## config.mk

```make
export PLATFORM = sky130hd
export DESIGN_NAME = kalman_follow_avoid_drive_flat
export DESIGN_NICKNAME = d
export VERILOG_FILES = /design/src/kfad_pkg.sv /design/src/kfad_intf.sv /design/src/kalman_follow_avoid_drive.sv /design/src/flat_wrapper.sv
export SDC_FILE = /design/constraint.sdc
export NUM_CORES = 2
export LEC_CHECK = 0
export CORE_MARGIN = 5
export CORE_UTILIZATION = 42
export CTS_CLUSTER_SIZE = 8
export DETAILED_ROUTE_END_ITERATION = 10
export DONT_BUFFER_PORTS = 1
export PLACE_DENSITY_LB_ADDON = 0.12
export SYNTH_ARGS = -nofsm -noshare
export SYNTH_HDL_FRONTEND = slang
export SYNTH_SLANG_ARGS = --single-unit
```

## constraint.sdc

```tcl
create_clock -name clk_i -period 6.7 [get_ports clk_i]
set_input_delay 0.335 -clock clk_i [delete_from_list [all_inputs] [get_ports clk_i]]
set_output_delay 0.335 -clock clk_i [all_outputs]
set_load 0.03 [all_outputs]
```

## src/kfad_pkg.sv

```systemverilog
// ----------------------------------------------------------------------------
// kfad_pkg
// Shared types and constants for the Kalman follow / avoid drive block.
// ----------------------------------------------------------------------------
package kfad_pkg;

  // fractional bits of every distance (Q(16-D).D centimetres)
  localparam int unsigned DIST_FRAC_BITS = 8;

  localparam int unsigned DIST_W  = 16;
  localparam int unsigned IR_W    = 12;
  localparam int unsigned BASE_W  = 11;
  localparam int unsigned SPEED_W = 12;
  localparam int unsigned NOISE_W = 16;
  localparam int unsigned COV_W   = 18;
  localparam int unsigned CFG_W   = 16;

  localparam logic [DIST_W-1:0] SIX_DIST  = DIST_W'(6 << DIST_FRAC_BITS);
  localparam logic [DIST_W-1:0] FIVE_DIST = DIST_W'(5 << DIST_FRAC_BITS);

  localparam logic [COV_W-1:0] COV_MAX   = {COV_W{1'b1}};
  localparam logic [COV_W-1:0] COV_RESET = COV_W'(65536);

  localparam logic [BASE_W-1:0] SPEED_CEIL  = BASE_W'(2000);
  localparam logic [BASE_W-1:0] SPEED_FLOOR = BASE_W'(300);
  localparam logic [BASE_W-1:0] TURN_SPEED  = BASE_W'(800);
  localparam logic [6:0]        RAMP_STEP   = 7'd100;

  // restoring divider: quotient of (P << 16) / (P + R) has 17 bits
  localparam int unsigned DIV_STEPS = 17;
  localparam int unsigned DIV_CNT_W = $clog2(DIV_STEPS);

  typedef enum logic [1:0] {
    MODE_HALT  = 2'd0,
    MODE_TRACK = 2'd1,
    MODE_EVADE = 2'd2,
    MODE_SPARE = 2'd3
  } mode_e;

  typedef enum logic [2:0] {
    REG_PROC_NOISE  = 3'd0,
    REG_MEAS_NOISE  = 3'd1,
    REG_STOP_DIST   = 3'd2,
    REG_FOLLOW_MAX  = 3'd3,
    REG_AVOID_DIST  = 3'd4,
    REG_BASE_SPEED  = 3'd5,
    REG_IR_TURN     = 3'd6,
    REG_IR_BACK     = 3'd7
  } reg_idx_e;

endpackage

```

## src/kfad_intf.sv

```systemverilog
// ----------------------------------------------------------------------------
// kfad_intf
// Valid/ready channels of the drive block: sensor words in, wheel words out,
// register writes.
// ----------------------------------------------------------------------------
interface kfad_in_if;
  logic                              valid;
  logic                              ready;
  logic [kfad_pkg::DIST_W-1:0]       sonar_range;
  logic [kfad_pkg::IR_W-1:0]         ir_left;
  logic [kfad_pkg::IR_W-1:0]         ir_right;
  logic [1:0]                        drive_mode;

  modport source (output valid, sonar_range, ir_left, ir_right, drive_mode, input ready);
  modport sink   (input valid, sonar_range, ir_left, ir_right, drive_mode, output ready);
endinterface

interface kfad_out_if;
  logic                                valid;
  logic                                ready;
  logic signed [kfad_pkg::SPEED_W-1:0] wheel_left;
  logic signed [kfad_pkg::SPEED_W-1:0] wheel_right;
  logic [kfad_pkg::DIST_W-1:0]         range_est;

  modport source (output valid, wheel_left, wheel_right, range_est, input ready);
  modport sink   (input valid, wheel_left, wheel_right, range_est, output ready);
endinterface

interface kfad_cfg_if;
  logic                       valid;
  logic                       ready;
  logic [2:0]                 index;
  logic [kfad_pkg::CFG_W-1:0] data;

  modport source (output valid, index, data, input ready);
  modport sink   (input valid, index, data, output ready);
endinterface

```

## src/kalman_follow_avoid_drive.sv

```systemverilog
// ----------------------------------------------------------------------------
// kalman_follow_avoid_drive
// Scalar Kalman distance filter with follow / avoid wheel steering.
// ----------------------------------------------------------------------------
// Use:
//   in_i  : one word per sensor tick (distance, two IR readings, drive mode).
//   out_o : one word per input word (left / right speed, filtered distance).
//   cfg_i : register writes, always ready; write only while the block is idle.
// Each word runs through one sequencer: covariance predict, a restoring
// divider for the gain (one quotient bit a cycle), then three passes through
// one shared 18x18 multiplier (estimate, covariance, speed ramp) and a final
// steering step. The result word is registered as that step ends;
// in_i.ready rises with it, so the next word is taken only after the result
// of the last one is registered. When the output does not stall, the divider
// takes most of each word's time.
// The result sits in an output register, so a new word is taken while it
// waits; if the receiver still stalls when the next result is due, the
// sequencer holds in its last step until the register frees.
// Reset: estimate 0, covariance 1.0, registers to their defaults, no result.
// ----------------------------------------------------------------------------
module kalman_follow_avoid_drive (
  input logic       clk_i,
  input logic       rst_ni,
  kfad_cfg_if.sink  cfg_i,
  kfad_in_if.sink   in_i,
  kfad_out_if.source out_o
);

  typedef enum logic [9:0] {
    ST_IDLE = 10'b0000000001,
    ST_PRED = 10'b0000000010,
    ST_DIV  = 10'b0000000100,
    ST_GAIN = 10'b0000001000,
    ST_MX   = 10'b0000010000,
    ST_UPX  = 10'b0000100000,
    ST_MP   = 10'b0001000000,
    ST_UPP  = 10'b0010000000,
    ST_MS   = 10'b0100000000,
    ST_OUT  = 10'b1000000000
  } state_e;

  localparam int unsigned DW = kfad_pkg::DIST_W;
  localparam int unsigned CW = kfad_pkg::COV_W;
  localparam int unsigned SW = kfad_pkg::SPEED_W;
  localparam int unsigned FB = kfad_pkg::DIST_FRAC_BITS;

  state_e state_q, state_d;

  // configuration
  logic [kfad_pkg::NOISE_W-1:0] proc_noise_q, meas_noise_q;
  logic [DW-1:0]                stop_dist_q, follow_max_q, avoid_dist_q;
  logic [kfad_pkg::BASE_W-1:0]  base_speed_q;
  logic [kfad_pkg::IR_W-1:0]    ir_turn_q, ir_back_q;

  // filter state
  logic [DW-1:0] est_q;
  logic [CW-1:0] cov_q;

  // latched word
  logic [DW-1:0]             meas_q;
  logic [kfad_pkg::IR_W-1:0] ir_left_q, ir_right_q;
  kfad_pkg::mode_e           mode_q;

  // divider and multiplier
  logic [CW-1:0]                  p1_q;
  logic [CW:0]                    den_q;
  logic [CW+1:0]                  rem_q;
  logic [kfad_pkg::DIV_STEPS-1:0] quo_q;
  logic [kfad_pkg::DIV_CNT_W-1:0] cnt_q;
  logic [15:0]                    gain_q;
  logic                           neg_q;
  logic [CW-1:0]                  mul_a_q, mul_b_q;
  logic [2*CW-1:0]                prod_q;

  // output register
  logic                 ovalid_q;
  logic signed [SW-1:0] lspd_q, rspd_q;
  logic [DW-1:0]        fdist_q;

  // ---- combinational datapath ----
  logic [CW:0]    p_sum;
  logic [CW-1:0]  p1_d;
  logic [CW+1:0]  trial;
  logic           rem_ge;
  logic           diff_neg;
  logic [DW-1:0]  abs_diff;
  logic [15:0]    gain_d;
  logic [DW-1:0]  delta;
  logic [DW-1:0]  est_new;
  logic [DW-1:0]  excess;
  logic [19:0]    off, base20, far_t, near_sum;
  logic [kfad_pkg::BASE_W-1:0] base_eff, follow_spd;
  logic signed [SW-1:0] pos_base, neg_base, turn_pos, turn_neg, follow_s;
  logic signed [SW-1:0] ls_d, rs_d;
  logic           ldet, rdet;
  logic           out_free;

  assign p_sum  = {1'b0, cov_q} + (CW+1)'(proc_noise_q);
  assign p1_d   = p_sum[CW] ? kfad_pkg::COV_MAX : p_sum[CW-1:0];
  assign trial  = rem_q - {1'b0, den_q};
  assign rem_ge = rem_q >= {1'b0, den_q};

  assign diff_neg = meas_q < est_q;
  assign abs_diff = diff_neg ? (est_q - meas_q) : (meas_q - est_q);

  always_comb begin
    if (den_q == '0) begin
      gain_d = '0;
    end else if (quo_q[kfad_pkg::DIV_STEPS-1]) begin
      gain_d = 16'hFFFF;
    end else begin
      gain_d = quo_q[15:0];
    end
  end

  // |delta| <= |meas - est|, so the new estimate stays between the two
  assign delta   = prod_q[31:16];
  assign est_new = neg_q ? (est_q - delta) : (est_q + delta);

  assign excess = (est_q > kfad_pkg::SIX_DIST) ? (est_q - kfad_pkg::SIX_DIST)
                                               : (kfad_pkg::FIVE_DIST - est_q);

  assign base_eff = (base_speed_q > kfad_pkg::SPEED_CEIL) ? kfad_pkg::SPEED_CEIL
                                                          : base_speed_q;
  assign off      = 20'(prod_q[DW+6:FB]);
  assign base20   = 20'(base_eff);
  assign far_t    = base20 + off;
  assign near_sum = off + 20'(kfad_pkg::SPEED_FLOOR);

  always_comb begin
    if (est_q > kfad_pkg::SIX_DIST) begin
      follow_spd = (far_t > 20'(kfad_pkg::SPEED_CEIL)) ? kfad_pkg::SPEED_CEIL
                                                       : far_t[kfad_pkg::BASE_W-1:0];
    end else if (est_q >= kfad_pkg::FIVE_DIST) begin
      follow_spd = base_eff;
    end else if (near_sum > base20) begin
      follow_spd = kfad_pkg::SPEED_FLOOR;
    end else begin
      follow_spd = base_eff - off[kfad_pkg::BASE_W-1:0];
    end
  end

  assign pos_base = signed'({1'b0, base_eff});
  assign neg_base = -pos_base;
  assign turn_pos = signed'({1'b0, kfad_pkg::TURN_SPEED});
  assign turn_neg = -turn_pos;
  assign follow_s = signed'({1'b0, follow_spd});
  assign ldet     = ir_left_q < ir_turn_q;
  assign rdet     = ir_right_q < ir_turn_q;

  always_comb begin
    ls_d = '0;
    rs_d = '0;
    case (mode_q)
      kfad_pkg::MODE_TRACK: begin
        if (est_q <= stop_dist_q) begin
          ls_d = '0;
          rs_d = '0;
        end else if (est_q > follow_max_q) begin
          // search: spin toward a target seen on one side only
          if (ldet && !rdet) begin
            ls_d = turn_neg;
            rs_d = turn_pos;
          end else if (!ldet && rdet) begin
            ls_d = turn_pos;
            rs_d = turn_neg;
          end
        end else begin
          ls_d = follow_s;
          rs_d = follow_s;
        end
      end
      kfad_pkg::MODE_EVADE: begin
        if (est_q < avoid_dist_q || ir_left_q < ir_back_q || ir_right_q < ir_back_q ||
            (ldet && rdet)) begin
          ls_d = neg_base;
          rs_d = neg_base;
        end else if (ldet) begin
          ls_d = pos_base;
          rs_d = neg_base;
        end else if (rdet) begin
          ls_d = neg_base;
          rs_d = pos_base;
        end else begin
          ls_d = pos_base;
          rs_d = pos_base;
        end
      end
      default: begin
        ls_d = '0;
        rs_d = '0;
      end
    endcase
  end

  assign out_free = !ovalid_q || out_o.ready;

  // ---- sequencer ----
  always_comb begin
    state_d = state_q;
    unique case (state_q)
      ST_IDLE: if (in_i.valid) state_d = ST_PRED;
      ST_PRED: state_d = ST_DIV;
      ST_DIV:  if (cnt_q == '0) state_d = ST_GAIN;
      ST_GAIN: state_d = ST_MX;
      ST_MX:   state_d = ST_UPX;
      ST_UPX:  state_d = ST_MP;
      ST_MP:   state_d = ST_UPP;
      ST_UPP:  state_d = ST_MS;
      ST_MS:   state_d = ST_OUT;
      ST_OUT:  if (out_free) state_d = ST_IDLE;
      default: state_d = ST_IDLE;
    endcase
  end

  always_ff @(posedge clk_i or negedge rst_ni) begin
    if (!rst_ni) begin
      state_q  <= ST_IDLE;
      est_q    <= '0;
      cov_q    <= kfad_pkg::COV_RESET;
      ovalid_q <= 1'b0;
      cnt_q    <= '0;
    end else begin
      state_q <= state_d;
      if (state_q == ST_PRED) begin
        cnt_q <= kfad_pkg::DIV_CNT_W'(kfad_pkg::DIV_STEPS - 1);
      end else if (state_q == ST_DIV) begin
        cnt_q <= cnt_q - 1'b1;
      end
      if (state_q == ST_UPX) est_q <= est_new;
      // P * (1 - K) never exceeds P, so no saturation here
      if (state_q == ST_UPP) cov_q <= prod_q[CW+15:16];
      if (state_q == ST_OUT && out_free) begin
        ovalid_q <= 1'b1;
      end else if (out_o.ready) begin
        ovalid_q <= 1'b0;
      end
    end
  end

  always_ff @(posedge clk_i) begin
    prod_q <= mul_a_q * mul_b_q;
    unique case (state_q)
      ST_IDLE: begin
        meas_q     <= in_i.sonar_range;
        ir_left_q  <= in_i.ir_left;
        ir_right_q <= in_i.ir_right;
        mode_q     <= kfad_pkg::mode_e'(in_i.drive_mode);
      end
      ST_PRED: begin
        p1_q  <= p1_d;
        den_q <= {1'b0, p1_d} + (CW+1)'(meas_noise_q);
        rem_q <= (CW+2)'(p1_d);
        quo_q <= '0;
      end
      ST_DIV: begin
        quo_q <= {quo_q[kfad_pkg::DIV_STEPS-2:0], rem_ge};
        rem_q <= (rem_ge ? trial : rem_q) << 1;
      end
      ST_GAIN: begin
        gain_q  <= gain_d;
        neg_q   <= diff_neg;
        mul_a_q <= CW'(abs_diff);
        mul_b_q <= CW'(gain_d);
      end
      ST_UPX: begin
        mul_a_q <= CW'(17'h10000 - 17'(gain_q));
        mul_b_q <= p1_q;
      end
      ST_UPP: begin
        mul_a_q <= CW'(excess);
        mul_b_q <= CW'(kfad_pkg::RAMP_STEP);
      end
      ST_OUT: begin
        if (out_free) begin
          lspd_q  <= ls_d;
          rspd_q  <= rs_d;
          fdist_q <= est_q;
        end
      end
      default: begin
      end
    endcase
  end

  // ---- register file ----
  always_ff @(posedge clk_i or negedge rst_ni) begin
    if (!rst_ni) begin
      proc_noise_q <= 16'd6554;
      meas_noise_q <= 16'd6554;
      stop_dist_q  <= 16'd512;
      follow_max_q <= 16'd2560;
      avoid_dist_q <= 16'd1280;
      base_speed_q <= 11'd800;
      ir_turn_q    <= 12'd200;
      ir_back_q    <= 12'd100;
    end else if (cfg_i.valid) begin
      unique case (kfad_pkg::reg_idx_e'(cfg_i.index))
        kfad_pkg::REG_PROC_NOISE: proc_noise_q <= cfg_i.data;
        kfad_pkg::REG_MEAS_NOISE: meas_noise_q <= cfg_i.data;
        kfad_pkg::REG_STOP_DIST:  stop_dist_q  <= cfg_i.data;
        kfad_pkg::REG_FOLLOW_MAX: follow_max_q <= cfg_i.data;
        kfad_pkg::REG_AVOID_DIST: avoid_dist_q <= cfg_i.data;
        kfad_pkg::REG_BASE_SPEED: base_speed_q <= cfg_i.data[kfad_pkg::BASE_W-1:0];
        kfad_pkg::REG_IR_TURN:    ir_turn_q    <= cfg_i.data[kfad_pkg::IR_W-1:0];
        kfad_pkg::REG_IR_BACK:    ir_back_q    <= cfg_i.data[kfad_pkg::IR_W-1:0];
        default: begin
        end
      endcase
    end
  end

  assign cfg_i.ready = 1'b1;
  assign in_i.ready  = (state_q == ST_IDLE);

  assign out_o.valid       = ovalid_q;
  assign out_o.wheel_left  = lspd_q;
  assign out_o.wheel_right = rspd_q;
  assign out_o.range_est   = fdist_q;

endmodule

```

## src/flat_wrapper.sv

```systemverilog
// flat-port wrapper written by rule: the top's interface ports become plain ports
module kalman_follow_avoid_drive_flat 
  (clk_i, rst_ni, cfg_i_valid, cfg_i_index, cfg_i_data, cfg_i_ready, in_i_valid, in_i_sonar_range, in_i_ir_left, in_i_ir_right, in_i_drive_mode, in_i_ready, out_o_valid, out_o_wheel_left, out_o_wheel_right, out_o_range_est, out_o_ready);
  kfad_cfg_if cfg_i_i ();
  kfad_in_if in_i_i ();
  kfad_out_if out_o_i ();
  input logic clk_i;
  input logic rst_ni;
  input wire logic [$bits(cfg_i_i.valid)-1:0] cfg_i_valid;
  input wire logic [$bits(cfg_i_i.index)-1:0] cfg_i_index;
  input wire logic [$bits(cfg_i_i.data)-1:0] cfg_i_data;
  output wire logic [$bits(cfg_i_i.ready)-1:0] cfg_i_ready;
  input wire logic [$bits(in_i_i.valid)-1:0] in_i_valid;
  input wire logic [$bits(in_i_i.sonar_range)-1:0] in_i_sonar_range;
  input wire logic [$bits(in_i_i.ir_left)-1:0] in_i_ir_left;
  input wire logic [$bits(in_i_i.ir_right)-1:0] in_i_ir_right;
  input wire logic [$bits(in_i_i.drive_mode)-1:0] in_i_drive_mode;
  output wire logic [$bits(in_i_i.ready)-1:0] in_i_ready;
  output wire logic [$bits(out_o_i.valid)-1:0] out_o_valid;
  output wire logic [$bits(out_o_i.wheel_left)-1:0] out_o_wheel_left;
  output wire logic [$bits(out_o_i.wheel_right)-1:0] out_o_wheel_right;
  output wire logic [$bits(out_o_i.range_est)-1:0] out_o_range_est;
  input wire logic [$bits(out_o_i.ready)-1:0] out_o_ready;
  assign cfg_i_i.valid = cfg_i_valid;
  assign cfg_i_i.index = cfg_i_index;
  assign cfg_i_i.data = cfg_i_data;
  assign cfg_i_ready = cfg_i_i.ready;
  assign in_i_i.valid = in_i_valid;
  assign in_i_i.sonar_range = in_i_sonar_range;
  assign in_i_i.ir_left = in_i_ir_left;
  assign in_i_i.ir_right = in_i_ir_right;
  assign in_i_i.drive_mode = in_i_drive_mode;
  assign in_i_ready = in_i_i.ready;
  assign out_o_valid = out_o_i.valid;
  assign out_o_wheel_left = out_o_i.wheel_left;
  assign out_o_wheel_right = out_o_i.wheel_right;
  assign out_o_range_est = out_o_i.range_est;
  assign out_o_i.ready = out_o_ready;
  kalman_follow_avoid_drive u_core (.clk_i(clk_i), .rst_ni(rst_ni), .cfg_i(cfg_i_i), .in_i(in_i_i), .out_o(out_o_i));
endmodule
```

Yosys cells after proc, flatten, opt, wreduce, memory -nomap -nowiden:

Cells that the tools add are included.
W data, S select, Z words.

* bits in registers: 408
* bits of input ports: 66
* output and inout port bits: 43
* logic and storage cells: 147

* add/subtract/negate cells: 15
* multipliers: 1
* order comparisons: 14
* eq/ne operators: 22
* muxes and demuxes: 39
* reductions and logical operators: 27

Operators with widths (count)
* $mux W12: 12
* $pmux W18 S3: 2
* $pmux W10 S10: 1
* $mux W16: 5
* $mux W11: 5
* $lt A12 B12 Y1: 4
* $pmux W12 S2: 2
* $sub A16 B16 Y16: 3
* $mux W10: 4
* $pmux W20 S2: 1
* $add A18 B16 Y19: 2
* $mul A18 B18 Y34: 1
* $pmux W17 S2: 1
* $lt A16 B16 Y1: 2
* $ge A20 B19 Y1: 1
* $gt A20 B11 Y1: 1
* $gt A20 B11 Y1 const B: 1
* $logic_not A19 Y1: 1
* $mux W19: 1
* $sub A19 B19 Y19: 1
* $mux W18: 1
* $reduce_and A2 Y1: 9
* $sub A17 B16 Y18 const A: 1
* $add A11 B15 Y16: 1
* 39 further kinds: 55

Logic depth before layout (Yosys ltp):

* depth in word-level cells: 9
* mapped depth: 25
* mapped depth without buffers: 24

Worst setup path after synthesis:

OpenSTA, ideal clock, no wires.

* path type: register -> register
* start point: register u_core.mul_b_q[10]
* end point: register u_core.prod_q[33]
* setup time: 72 ps
* arrival time: 6006 ps
* data required time: 6628 ps
* path slack: 621 ps
* stages on the path, launching flop included: 26
* path buffers: 2
* clock period less this slack: 6079 ps
* cell sequence: edfxtp_1 -> clkbuf_1 -> clkbuf_1 -> nand2_1 -> fa_1 -> inv_1 -> fa_1 -> inv_1 -> fa_1 -> inv_1 -> fa_1 -> fa_1 -> inv_1 -> fa_1 -> inv_1 -> ha_1 -> a21o_1 -> a21o_1 -> a21oi_1 -> o21a_1 -> a31oi_1 -> a22oi_1 -> o31ai_1 -> nor4_1 -> nor3_1 -> xnor2_1

* cells in the longest elaborated chain, start to end: 1

Ends and longest elaborated chain
* from (decl): line kalman_follow_avoid_drive.sv:72 `logic [CW-1:0] mul_a_q, mul_b_q;`
* from (signal assigned): line kalman_follow_avoid_drive.sv:264 `mul_b_q <= CW'(gain_d);`
* from (signal assigned): line kalman_follow_avoid_drive.sv:268 `mul_b_q <= p1_q;`
* from (signal assigned): line kalman_follow_avoid_drive.sv:272 `mul_b_q <= CW'(kfad_pkg::RAMP_STEP);`
* $mul A18 B18 Y34: line kalman_follow_avoid_drive.sv:242 `prod_q <= mul_a_q * mul_b_q;`
* to (signal assigned): line kalman_follow_avoid_drive.sv:242
* to (decl): line kalman_follow_avoid_drive.sv:73 `logic [2*CW-1:0] prod_q;`

No other way between the ends.
A chain may end at the register's enable or synchronous reset.

Final worst setup path:

* start point: register u_core.mul_b_q[8]
* end point: register u_core.prod_q[33]

The elaborated chain is that of the path after synthesis.

==> flow_summary.ini <==
[critical_path]
start_kind = flip-flop
critPathKind = reg2reg
cp_data_arrival_time_ns = 6.98
rrSetupSlack_ns = 0.26
required_ns = 7.24
path_max_fanout = 8
end_kind = flip-flop

[pwr]
swShare = 0.452
combPwrFrac = 0.611
ir_worst_vdd_mv = 0.403
p_int_mw = 9.61
power_frac_seq = 0.231
p_per_area_nw_per_um2 = 458
switchingPower_mw = 7.92
leakagePower_nw = 17.6
clkPwrFrac = 0.159

[detailed_routing]
viasPerCell = 5.42
detail_route.iter0.violations = 1639
drc_errors = 0
first_pass_iters = 5
wl_per_cell_um = 21.1
vias = 25700
ant_nets = 0
totalWireLength_mm = 99.7

[global_routing]
top_usage_layer = met2
grtUsageTotal = 0.229
grt_first_pass_wirelength_mm = 155
grt_max_degree = 166
use_met2 = 0.385
antenna_found_initial = 5
grt_pass1_vias = 26500
met1_usage = 0.316
met3_usage = 0.0314
grt_overflow_total = 0

[logic_synthesis]
synth_edf_count = 207
synth_area_um2 = 34000
syn_inst = 3512
synth_cell_types = 88
synth.avg_cell_area_um2 = 9.69
ys_seq_area_frac = 0.320
ys_async_sr_fraction = 0.415
ys_seq_elements = 398
ys_warn_count = 0
postSynthNetCount = 4161
yosys_most_used_dff = edfxtp_1

[die]
ios = 109
coreArea_um2 = 80400
chipWidth_um = 295
dieArea_um2 = 86900
die_h_um = 295
rows = 104
start_util = 0.423

[clock_network]
clk_pin_slew_worst_paths_ns = 0.05
clockBufferDepth = 3
cts_tree = built
cts_max_level = 2
cts_root_buf = clkbuf_16
cts_buffers = 57
cts.sink_count = 398
clock_latency_ns = 0.62

[layout]
mostFrequentLayoutCell = inv_1
n_fill_cell = 7569
layout.nets = 4271
drive_gt1_frac = 0.0946
mostFrequentLayoutCells = inv_1, nand2_1, ha_1
stdcell_area_um2 = 38200
syn_to_final_growth_pct = 12.4

[flow_run]
maxCapViolCount = 0

[timing]
post-route-period-util = 0.962
clock_skew_ns = 0.0210
timing.final.hold_violations = 0
slew_headroom = 0.175
setup_viol = 0
tightest_slew_ns = 1.24
fmax_mhz = 155
min_period_ns = 6.44
maxSlewViolCount = 0
grt_setup_unrepaired = no
fin_ws_ns = 0.258

[place]
place_congestion = 0.903
dpl.hpwl_mm = 77.4
numPortBuffers = 0
dpl-instance-area_um2 = 35600
post-place-ws_ns = -0.00792

[hold_path]
hp-class = in2reg

[status]
status = finished, final reports clean
[path summary, 6_finish.rpt]
check	from	endpoint	cells past startpoint
max	u_core.mul_b_q[8]	u_core.prod_q[33]	25
min reg2reg	u_core.state_q[8]	u_core.state_q[7]	1
max reg2reg	u_core.mul_b_q[8]	u_core.prod_q[33]	25
min in group asynchronous	rst_ni	u_core.meas_noise_q[13]	2
max in group asynchronous	rst_ni	u_core.est_q[12]	2
min	out_o_ready	u_core.out_o.valid	2
[area by class of cell]
type / count / area, um2 / share of cell area
diodes: 3 / 7.51 / 0.000196
clock buffers: 104 / 1650 / 0.0432
clock inverters: 3 / 45.0 / 0.00118
inverters: 493 / 1850 / 0.0484
multi-input cells: 2501 / 21000 / 0.548
flip-flops and latches: 398 / 10900 / 0.285
well taps: 1060 / 1330 / 0.0347
repair buffers: 171 / 1490 / 0.0391
[cell usage after synthesis, drive strengths merged, types with 13 or more instances]
| master | instances | area [um2] |
|---|---|---|
| xnor2 | 129 | 1130 |
| nor3 | 52 | 260 |
| fa | 245 | 4900 |
| clkbuf | 109 | 409 |
| a21oi | 145 | 729 |
| and2 | 157 | 982 |
| or3 | 19 | 119 |
| inv | 493 | 1850 |
| a21o | 69 | 518 |
| nand4 | 32 | 215 |
| ha | 338 | 4230 |
| dfxtp | 26 | 521 |
| a31oi | 22 | 138 |
| dfrtp | 135 | 3380 |
| or2 | 13 | 83.8 |
| dfstp | 30 | 788 |
| nand2b | 29 | 181 |
| mux2i | 16 | 160 |
| a22o | 13 | 114 |
| xor2 | 46 | 403 |
| nor4 | 21 | 131 |
| and3 | 21 | 131 |
| nor2b | 26 | 163 |
| o22ai | 15 | 93.8 |
| a211oi | 24 | 180 |
| mux2 | 89 | 1000 |
| o21a | 41 | 308 |
| nor2 | 185 | 704 |
| nand2 | 384 | 1440 |
| nand3 | 28 | 140 |
| a22oi | 13 | 97.6 |
| edfxtp | 207 | 6220 |
| o21ai | 163 | 816 |
[layer usage]
layer | vias up | wire length (um)
met5 | - | 21
met4 | 4 | 2220
met3 | 139 | 4680
met2 | 581 | 47800
met1 | 12900 | 44900
li1 | 12100 | -
[repair_timing]
item | in CTS | in global routing
pin swaps | 0 | 10
endpoints found under the setup margin | 1 | 6
setup buffers | 7 | 19
endpoints found under the hold margin | 324 | 0
gates resized for setup | 1 | 14
hold buffers | 61 | 0
[registers in the layout (all words and copies together), names as in the netlist, 17 cells and up]
register and flops:
u_core.cov_q 18, u_core.den_q 19, u_core.mul_a_q 17, u_core.mul_b_q 18, u_core.p1_q 18, u_core.prod_q 26, u_core.quo_q 17, u_core.rem_q 20
[logic make-up after synthesis]
kind of cell               share of synthesized area
muxes                                         0.0341
adders and majority gates                      0.268
DFF                                            0.320
AOI/OAI and AO/OA                              0.119
other                                       0.000110
and+or+nand+nor                                0.145
xor gates and xnor gates                      0.0450
buffers and inverters                         0.0680
[power groups by stage]
stage                     logic [mW]  clock network (mW)  registers (mW)
after CTS                       10.5                2.86            4.05
after detailed placement        10.3                   0            4.09
final                           10.7                2.78            4.05
after floorplan                 7.46                   0            3.73
after global routing            12.0                2.97            4.10
after global placement          10.1                   0            4.08
[metrics by stage]
step	utilization	TNS, ns	cells	total power [mW]	hold WS [ns]
floorplan	-	0	3512	11.2	0.0394
global placement	0.443	0	4536	14.2	0.0577
detailed placement	0.443	-0.00792	4536	14.3	0.0573
CTS	0.473	0	4711	17.4	0.0132
global route	0.476	0	4730	19.1	0.0447
finish	0.476	0	4733	17.5	0.0367
[worst max-delay path, stage by stage (launching register included)]
cell and delay, ns:
edfxtp_1 0.53, buf_6 0.20, and2_1 0.15, fa_1 0.54, inv_1 0.06, fa_1 0.43
fa_1 0.49, inv_1 0.05, fa_1 0.48, fa_1 0.56, inv_1 0.07, fa_1 0.54
inv_1 0.04, ha_1 0.29, buf_4 0.13, nand4_1 0.15, buf_4 0.18, o21a_1 0.21
a31oi_2 0.27, buf_4 0.18, a22oi_2 0.11, o31ai_2 0.19, buf_4 0.15, nor4_1 0.04
nor3_1 0.18, xnor2_1 0.14
No activity file was read; power rests on OpenSTA's default activity.
